--- src/rtl/slaf_pkg.sv ---
// Package: shared types and constants of the SUMP-style analyzer front end.
`timescale 1ns / 1ps

package slaf_pkg;

	typedef enum logic [1:0] {
		KIND_SAMPLE = 2'd0,
		KIND_HOST   = 2'd1,
		KIND_BUTTON = 2'd2
	} slaf_kind_t;

	localparam logic [7:0] CMD_RESET     = 8'h00;
	localparam logic [7:0] CMD_ARM       = 8'h01;
	localparam logic [7:0] CMD_QUERY_ID  = 8'h02;
	localparam logic [7:0] CMD_FINISH    = 8'h05;
	localparam logic [7:0] CMD_SET_MASK  = 8'hC0;
	localparam logic [7:0] CMD_SET_VALUE = 8'hC1;

	localparam logic [2:0] ARG_COUNT = 3'd4;
	localparam logic [7:0] MASK_RESET = 8'hFF;
	localparam logic [7:0] VALUE_RESET = 8'h00;

	// reply characters "1ALS", first character at index 0
	localparam logic [3:0][7:0] ID_REPLY = {8'h53, 8'h4C, 8'h41, 8'h31};
	localparam logic [1:0] ID_LAST_STEP = 2'd3;

	typedef struct packed {
		logic       id_reply;
		logic       send_valid;
		logic [7:0] send_byte;
		logic       changed;
		logic       armed_now;
	} slaf_job_t;

endpackage

--- src/rtl/slaf_front.sv ---
// Front part: classifies input items, runs sampling and the command parser, issues jobs.
`timescale 1ns / 1ps

module slaf_front (
	input  logic                clk,
	input  logic                arst_n,
	input  logic                accept,
	input  logic [1:0]          kind,
	input  logic [7:0]          port_a_pins,
	input  logic [3:0]          port_b_pins,
	input  logic [3:0]          port_c_pins,
	input  logic [7:0]          host_byte,
	output slaf_pkg::slaf_job_t job
);
	import slaf_pkg::*;

	logic       armed_q;
	logic [7:0] mask_q;
	logic [7:0] value_q;
	logic [7:0] prev_q;
	logic [7:0] opcode_q;
	logic [2:0] args_left_q;
	logic [7:0] first_arg_q;

	logic       armed_d;
	logic [7:0] mask_d;
	logic [7:0] value_d;
	logic [7:0] prev_d;
	logic [7:0] opcode_d;
	logic [2:0] args_left_d;
	logic [7:0] first_arg_d;

	logic [7:0] pins;
	logic [7:0] sample;

	assign pins = {port_a_pins[7:6], port_a_pins[4], port_b_pins[3:2], port_c_pins[3],
		port_c_pins[1:0]};
	assign sample = (pins ^ value_q) & mask_q;

	always_comb begin
		armed_d     = armed_q;
		mask_d      = mask_q;
		value_d     = value_q;
		prev_d      = prev_q;
		opcode_d    = opcode_q;
		args_left_d = args_left_q;
		first_arg_d = first_arg_q;
		job         = '0;
		unique case (kind)
			KIND_SAMPLE: begin
				prev_d         = sample;
				job.send_valid = armed_q;
				job.send_byte  = armed_q ? sample : 8'h00;
				job.changed    = (sample != prev_q);
			end
			KIND_HOST: begin
				priority if (args_left_q != 3'd0) begin
					if (args_left_q == ARG_COUNT)
						first_arg_d = host_byte;
					args_left_d = args_left_q - 3'd1;
					if (args_left_q == 3'd1) begin
						if (opcode_q == CMD_SET_MASK)
							mask_d = first_arg_q;
						else if (opcode_q == CMD_SET_VALUE)
							value_d = first_arg_q;
					end
				end else if (host_byte[7]) begin
					opcode_d    = host_byte;
					args_left_d = ARG_COUNT;
				end else if (host_byte == CMD_RESET || host_byte == CMD_FINISH) begin
					armed_d = 1'b0;
				end else if (host_byte == CMD_ARM) begin
					armed_d = 1'b1;
				end else if (host_byte == CMD_QUERY_ID) begin
					job.id_reply = 1'b1;
				end else begin
				end
			end
			KIND_BUTTON: armed_d = ~armed_q;
			default: begin
			end
		endcase
		job.armed_now = armed_d;
	end

	always_ff @(posedge clk or negedge arst_n) begin
		if (!arst_n) begin
			armed_q     <= 1'b0;
			mask_q      <= MASK_RESET;
			value_q     <= VALUE_RESET;
			prev_q      <= 8'h00;
			opcode_q    <= 8'h00;
			args_left_q <= 3'd0;
			first_arg_q <= 8'h00;
		end else if (accept) begin
			armed_q     <= armed_d;
			mask_q      <= mask_d;
			value_q     <= value_d;
			prev_q      <= prev_d;
			opcode_q    <= opcode_d;
			args_left_q <= args_left_d;
			first_arg_q <= first_arg_d;
		end
	end

endmodule

--- src/rtl/slaf_queue.sv ---
// Job queue between front and back parts.
`timescale 1ns / 1ps

module slaf_queue #(
	parameter int DEPTH = 4
) (
	input  logic                clk,
	input  logic                arst_n,
	input  logic                push,
	input  slaf_pkg::slaf_job_t push_job,
	input  logic                pop,
	output slaf_pkg::slaf_job_t head_job,
	output logic                full,
	output logic                empty
);
	import slaf_pkg::*;

	localparam int PTR_W = (DEPTH > 1) ? $clog2(DEPTH) : 1;
	localparam int CNT_W = $clog2(DEPTH + 1);

	slaf_job_t          mem [DEPTH];
	logic [PTR_W-1:0]   wr_ptr_q;
	logic [PTR_W-1:0]   rd_ptr_q;
	logic [CNT_W-1:0]   count_q;
	logic               do_push;
	logic               do_pop;

	assign full     = (count_q == CNT_W'(DEPTH));
	assign empty    = (count_q == '0);
	assign do_push  = push && !full;
	assign do_pop   = pop && !empty;
	assign head_job = mem[rd_ptr_q];

	always_ff @(posedge clk) begin
		if (do_push)
			mem[wr_ptr_q] <= push_job;
	end

	always_ff @(posedge clk or negedge arst_n) begin
		if (!arst_n) begin
			wr_ptr_q <= '0;
			rd_ptr_q <= '0;
			count_q  <= '0;
		end else begin
			if (do_push)
				wr_ptr_q <= (wr_ptr_q == PTR_W'(DEPTH - 1)) ? '0 : wr_ptr_q + 1'b1;
			if (do_pop)
				rd_ptr_q <= (rd_ptr_q == PTR_W'(DEPTH - 1)) ? '0 : rd_ptr_q + 1'b1;
			if (do_push && !do_pop)
				count_q <= count_q + 1'b1;
			else if (do_pop && !do_push)
				count_q <= count_q - 1'b1;
		end
	end

endmodule

--- src/rtl/slaf_back.sv ---
// Back part: expands jobs into result transfers and holds the output register.
`timescale 1ns / 1ps

module slaf_back (
	input  logic                clk,
	input  logic                arst_n,
	input  slaf_pkg::slaf_job_t head_job,
	input  logic                empty,
	output logic                pop,
	input  logic                out_ready,
	output logic                out_valid,
	output logic                out_send_valid,
	output logic [7:0]          out_send_byte,
	output logic                out_last,
	output logic                out_changed,
	output logic                out_armed_now
);
	import slaf_pkg::*;

	logic       valid_q;
	logic       send_valid_q;
	logic [7:0] send_byte_q;
	logic       last_q;
	logic       changed_q;
	logic       armed_now_q;
	logic [1:0] step_q;
	logic       load;
	logic       id_done;

	assign load    = !valid_q || out_ready;
	assign id_done = (step_q == ID_LAST_STEP);
	assign pop     = load && !empty && (!head_job.id_reply || id_done);

	always_ff @(posedge clk or negedge arst_n) begin
		if (!arst_n) begin
			valid_q <= 1'b0;
			step_q  <= 2'd0;
		end else if (load) begin
			valid_q <= !empty;
			if (!empty && head_job.id_reply)
				step_q <= id_done ? 2'd0 : step_q + 2'd1;
		end
	end

	always_ff @(posedge clk) begin
		if (load && !empty) begin
			armed_now_q <= head_job.armed_now;
			if (head_job.id_reply) begin
				send_valid_q <= 1'b1;
				send_byte_q  <= ID_REPLY[step_q];
				last_q       <= id_done;
				changed_q    <= 1'b0;
			end else begin
				send_valid_q <= head_job.send_valid;
				send_byte_q  <= head_job.send_byte;
				last_q       <= 1'b1;
				changed_q    <= head_job.changed;
			end
		end
	end

	assign out_valid      = valid_q;
	assign out_send_valid = send_valid_q;
	assign out_send_byte  = send_byte_q;
	assign out_last       = last_q;
	assign out_changed    = changed_q;
	assign out_armed_now  = armed_now_q;

endmodule

--- src/rtl/sump_logic_analyzer_front_top.sv ---
// Top level of the SUMP-style logic analyzer front end.
`timescale 1ns / 1ps

// Input stream (s_*): one item per transfer. tuser carries the item kind (pin sample,
// host command byte, arm button); tdata carries the port pins and the host byte.
// Output stream (m_*): one result per transfer; tlast marks the final result of an item,
// tuser[0] says whether tdata[7:0] goes to the host.
// An accepted item is written into the job queue and then loaded into the output register,
// where its result appears on m_tvalid. Input: one item per cycle while the queue is not
// full; a query-ID command produces four results and occupies four output transfers.
// The front part (sampling, parser, arming) and back part (result expansion, output
// register) are parted by a QUEUE_DEPTH-entry job queue; s_tready drops only when the
// queue is full, so a stalled receiver backs up into the queue before the input stalls.
// Reset: disarmed, trigger mask 0xFF, trigger value 0x00, no long command open, queue
// and output register empty.

module sump_logic_analyzer_front_top #(
	parameter int QUEUE_DEPTH = 4
) (
	input  logic        clk,
	input  logic        arst_n,
	input  logic        s_tvalid,
	output logic        s_tready,
	input  logic [23:0] s_tdata,  // port_a_pins[7:0], port_b_pins[11:8],
	                              // port_c_pins[15:12], host_byte[23:16]
	input  logic [1:0]  s_tuser,  // kind[1:0]
	output logic        m_tvalid,
	input  logic        m_tready,
	output logic [15:0] m_tdata,  // send_byte[7:0], changed[8], armed_now[9], zero fill
	output logic        m_tuser,  // send_valid[0]
	output logic        m_tlast
);
	import slaf_pkg::*;

	slaf_job_t  front_job;
	slaf_job_t  head_job;
	logic       accept;
	logic       q_full;
	logic       q_empty;
	logic       pop;
	logic [7:0] send_byte;
	logic       changed;
	logic       armed_now;

	assign s_tready = !q_full;
	assign accept   = s_tvalid && s_tready;

	slaf_front u_front (
		.clk         (clk),
		.arst_n      (arst_n),
		.accept      (accept),
		.kind        (s_tuser),
		.port_a_pins (s_tdata[7:0]),
		.port_b_pins (s_tdata[11:8]),
		.port_c_pins (s_tdata[15:12]),
		.host_byte   (s_tdata[23:16]),
		.job         (front_job)
	);

	slaf_queue #(
		.DEPTH (QUEUE_DEPTH)
	) u_queue (
		.clk      (clk),
		.arst_n   (arst_n),
		.push     (accept),
		.push_job (front_job),
		.pop      (pop),
		.head_job (head_job),
		.full     (q_full),
		.empty    (q_empty)
	);

	slaf_back u_back (
		.clk            (clk),
		.arst_n         (arst_n),
		.head_job       (head_job),
		.empty          (q_empty),
		.pop            (pop),
		.out_ready      (m_tready),
		.out_valid      (m_tvalid),
		.out_send_valid (m_tuser),
		.out_send_byte  (send_byte),
		.out_last       (m_tlast),
		.out_changed    (changed),
		.out_armed_now  (armed_now)
	);

	assign m_tdata = {6'd0, armed_now, changed, send_byte};

	a_mid_is_reply: assert property (@(posedge clk) disable iff (!arst_n)
		m_tvalid && !m_tlast |-> m_tuser && !m_tdata[8])
		else $error("non-final result that is not an ID reply character");

	a_unsent_zero: assert property (@(posedge clk) disable iff (!arst_n)
		m_tvalid && !m_tuser |-> m_tdata[7:0] == 8'h00)
		else $error("unsent result carries a nonzero byte");

	a_queue_flags: assert property (@(posedge clk) disable iff (!arst_n)
		!(q_full && q_empty))
		else $error("queue full and empty at once");

	a_pop_feeds_out: assert property (@(posedge clk) disable iff (!arst_n)
		pop |=> m_tvalid && m_tlast)
		else $error("queue pop without a final result in the output register");

endmodule
--- config.mk ---
export PLATFORM = sky130hd
export DESIGN_NAME = sump_logic_analyzer_front_top
export DESIGN_NICKNAME = d
export VERILOG_FILES = /design/src/rtl/slaf_pkg.sv /design/src/rtl/slaf_front.sv /design/src/rtl/slaf_queue.sv /design/src/rtl/slaf_back.sv /design/src/rtl/sump_logic_analyzer_front_top.sv
export SDC_FILE = /design/constraint.sdc
export NUM_CORES = 1
export LEC_CHECK = 0
export BUFFER_PORTS_ARGS = -buffer_cell sky130_fd_sc_hd__clkbuf_2
export CAP_MARGIN = 20
export CORE_MARGIN = 2
export CORE_UTILIZATION = 50
export DETAILED_ROUTE_END_ITERATION = 10
export PLACE_DENSITY = 0.72
export SLEW_MARGIN = 20
export SYNTH_ARGS = -nofsm -noshare
export SYNTH_HDL_FRONTEND = slang
export SYNTH_SLANG_ARGS = --single-unit
export TNS_END_PERCENT = 10
--- constraint.sdc ---
create_clock -name clk -period 2.75 [get_ports clk]
set_input_delay 0.275 -clock clk [delete_from_list [all_inputs] [get_ports clk]]
set_output_delay 0.275 -clock clk [all_outputs]
set_load 0.01 [all_outputs]
==> results_dict.tcl <==
set metrics [dict create \
    status "finished, final reports clean" \
    leakage_nw 2.54 \
    cts_setup_buffers 0 \
    routed_via_density 5.25 \
    period_needed_ns 2.27 \
    rows 36 \
    clock_path_buffers 2 \
    hp-class "in -> reg" \
    dieArea_um2 10900 \
    yosysMostFrequentCell "edfxtp_1" \
    synth.mux.area_fraction 0.157 \
    ys_seq_area_frac 0.627 \
    grt_pass1_wl_um 14400 \
    fmax_ghz 0.440 \
    critPathRequiredTime_ns 3.14 \
    drt_wl_total_um 8650 \
    ys_ff_latch 114 \
    gp_congestion 0.781 \
    numClockSinks 114 \
    yosys.area_share.simple 0.0821 \
    cts-htree-levels 4 \
    rsz0062_at_grt "false" \
    tightest_slew_ns 0.701 \
    synth_compound_area_frac 0.0367 \
    synth_top_family_by_area "multiplexers" \
    drive_above_1_share 0.339 \
    postRouteAntennaNets 0 \
    cts_tree "yes" \
    grt_pass1_vias 2905 \
    grt.overflow.total 0 \
    cp-startpoint "u_queue.rd_ptr_q[0]$_DFFE_PN0P_" \
    path_cells "mux4_2 -> nand2b_1 -> nand2_1 -> ha_1 -> inv_1 -> fa_1 -> mux2_2" \
    skew_ns 0.00750 \
    die_w_um 104 \
    synthArstFlopShare 0.474 \
    grt_start_max_net_pins 55 \
    io_buffers 35 \
    r2r-start "u_queue.rd_ptr_q[0]$_DFFE_PN0P_" \
    cp-end-kind "flip-flop" \
    fin_util 0.609 \
    final-max-slew-violation-count 0 \
    setup-violations-final 0 \
    synth_xor_area_frac 0.0208 \
    hpwl_um 5660 \
    wl_per_cell_um 16.1 \
    synth_common_cells "edfxtp_1 (60), dfrtp_1 (46), mux2_2 (33)" \
    power_density_nw_per_um2 1030 \
    cts_inserted_buffers 17 \
    hold_violations 0 \
    drc 0 \
    crit_path_end "u_queue.count_q[1]$_DFFE_PN0P_" \
    ys.flop_type "edfxtp_1" \
    dp_slack_ns 0.486 \
    syn_avg_cell_area_um2 14.8 \
    fin_crit_sh 0.826 \
    start_util 0.516 \
    yosysWarnings 0 \
    hold_buffers 2 \
    grt_usage 0.173 \
    cp_max_fo 3 \
    cp_slowest_stage_delay_ns 0.52 \
    synth-edff-count 60 \
    antenna_found_initial 0 \
    dieHeight_um 104 \
    irDropWorstVdd_mv 0.710 \
    synth_fa_ha_area_frac 0.0387 \
    cts_root_buf "clkbuf_8" \
    synthToLayoutAreaGrowth_pct 17.9 \
    via_count 2819 \
    drtIter0Drc 134 \
    first_pass_iters 4 \
    reg2reg_slack_ns 0.48 \
    cp.arrival_ns 2.66 \
    critPathSlowestCell "mux4_2" \
    diodes 0 \
    total_power_mw 6.15 \
    synth_top_area_cell "edfxtp_1" \
    core_um2 9770 \
    synth_top_area_frac 0.357 \
    criticalPathCategory "reg -> reg" \
    worstReg2RegEnd "u_queue.count_q[1]$_DFFE_PN0P_" \
    relSlewSlack 0.533 \
    cap_violations 0 \
    clock_latency_ns 0.51 \
    tns_ns 0 \
    synthCells 342 \
    rr_worst_depth 7 \
    startpoint_type "flip-flop" \
    ioPinCount 50 \
    cts_resized 0 \
    setup_slack_ns 0.480 \
    path_clk_slew_ns 0.06 \
    synth.area.top_cells "edfxtp_1 (36%), dfrtp_1 (23%), mux2_2 (7.4%)" \
    final_nets 436 \
    synth.distinct_cells 43 \
    syn-cell-area_um2 5050 \
]
layer usage:
| metal | vias up | global-route usage | part of all wire |
|---|---|---|---|
| li1 | 1337 | - | - |
| met1 | 1406 | 0.209 | 0.43 |
| met2 | 62 | 0.296 | 0.52 |
| met3 | 14 | 0.0432 | 0.033 |
| met4 | 0 | 0.0705 | 0.018 |
| met5 | - | 0 | 0 |
logic make-up (layout without fill, tap and decap cells):
group           Yosys count  count (layout)
xor+xnor                 12              12
compound gates           32              32
mux                      56              56
other cells               1               6
flops                   114             114
fa+ha+maj                15              15
simple gates             75              75
buf+inv                  37              94
worst min path at each step:
stage	slack, ns	endpoint	cells after the start	startpoint
4_1_cts	0.02	u_front.first_arg_q[3]$_DFFE_PN0P_	2	s_tdata[19]
2_1_floorplan	-0.02	u_back.out_valid$_DFFE_PN0P_	0	arst_n
3_3_place_gp	0.45	u_front.args_left_q[0]$_DFFE_PN0P_	2	arst_n
5_1_grt	0.02	u_front.opcode_q[3]$_DFFE_PN0P_	2	s_tdata[19]
6_report	0.03	u_front.first_arg_q[3]$_DFFE_PN0P_	2	s_tdata[19]
3_5_place_dp	0.45	u_front.args_left_q[0]$_DFFE_PN0P_	2	arst_n
worst max-delay path: cells and delay by family, from the launching register on:
kind / cells / cell delay, ns
muxes: 2 / 0.79
adders and majority gates: 2 / 0.67
DFF: 1 / 0.37
and+or+nand+nor: 2 / 0.23
buffers and inverters: 1 / 0.10
flip-flops by register name, summed over array words and instances (netlist names), 3 cells and up:
name / flops
u_front.mask_q: 8
u_back.out_send_byte: 8
u_front.value_q: 8
u_front.prev_q: 8
u_front.opcode_q: 8
u_queue.count_q: 3
u_front.first_arg_q: 8
u_front.args_left_q: 3
u_queue.mem: 48
power by group:
group	total [mW]	internal (mW)	switching, mW
registers	2.53	2.31	0.227
clock network	2.17	1.41	0.769
logic	1.44	0.726	0.715
total	6.15	4.44	1.71
area by class of cell:
class / count / area [µm²]
Clock buffer: 20 / 435
Clock inverter: 12 / 159
Fill cell: 748 / 3820
Inverter: 19 / 71.3
Multi-Input combinational cell: 196 / 1710
Sequential cell: 114 / 3160
Tap cell: 133 / 166
Timing Repair Buffer: 43 / 240
placed cells by master, fill, tap and decap left out, types with 3 or more instances in the layout:
cell type | Yosys | final
nor2_1 | 17 | 17
ha_1 | 14 | 14
mux2_4 | 8 | 8
bufinv_16 | 0 | 3
o22a_1 | 4 | 4
conb_1 | 1 | 6
xor2_1 | 10 | 10
edfxtp_1 | 60 | 60
and3_1 | 12 | 12
nor3_1 | 3 | 3
a21oi_1 | 11 | 11
clkbuf_16 | 0 | 16
dfstp_2 | 8 | 8
mux2_2 | 33 | 33
o21ai_0 | 14 | 14
inv_1 | 19 | 19
clkbuf_2 | 0 | 35
buf_4 | 8 | 6
nand2_1 | 22 | 22
mux4_2 | 12 | 12
clkinvlp_4 | 0 | 5
dfrtp_1 | 46 | 46
mux2i_1 | 3 | 3
metrics by stage:
stage / std cells / instance area, µm² / hold slack (ns)
floorplan: 347 / 5070 / -0.0206
global placement: 503 / 5340 / 0.447
detailed placement: 503 / 5340 / 0.451
CTS: 537 / 5950 / 0.0175
global route: 537 / 5950 / 0.0224
finish: 537 / 5950 / 0.0344
No activity file was read; power rests on OpenSTA's default activity.
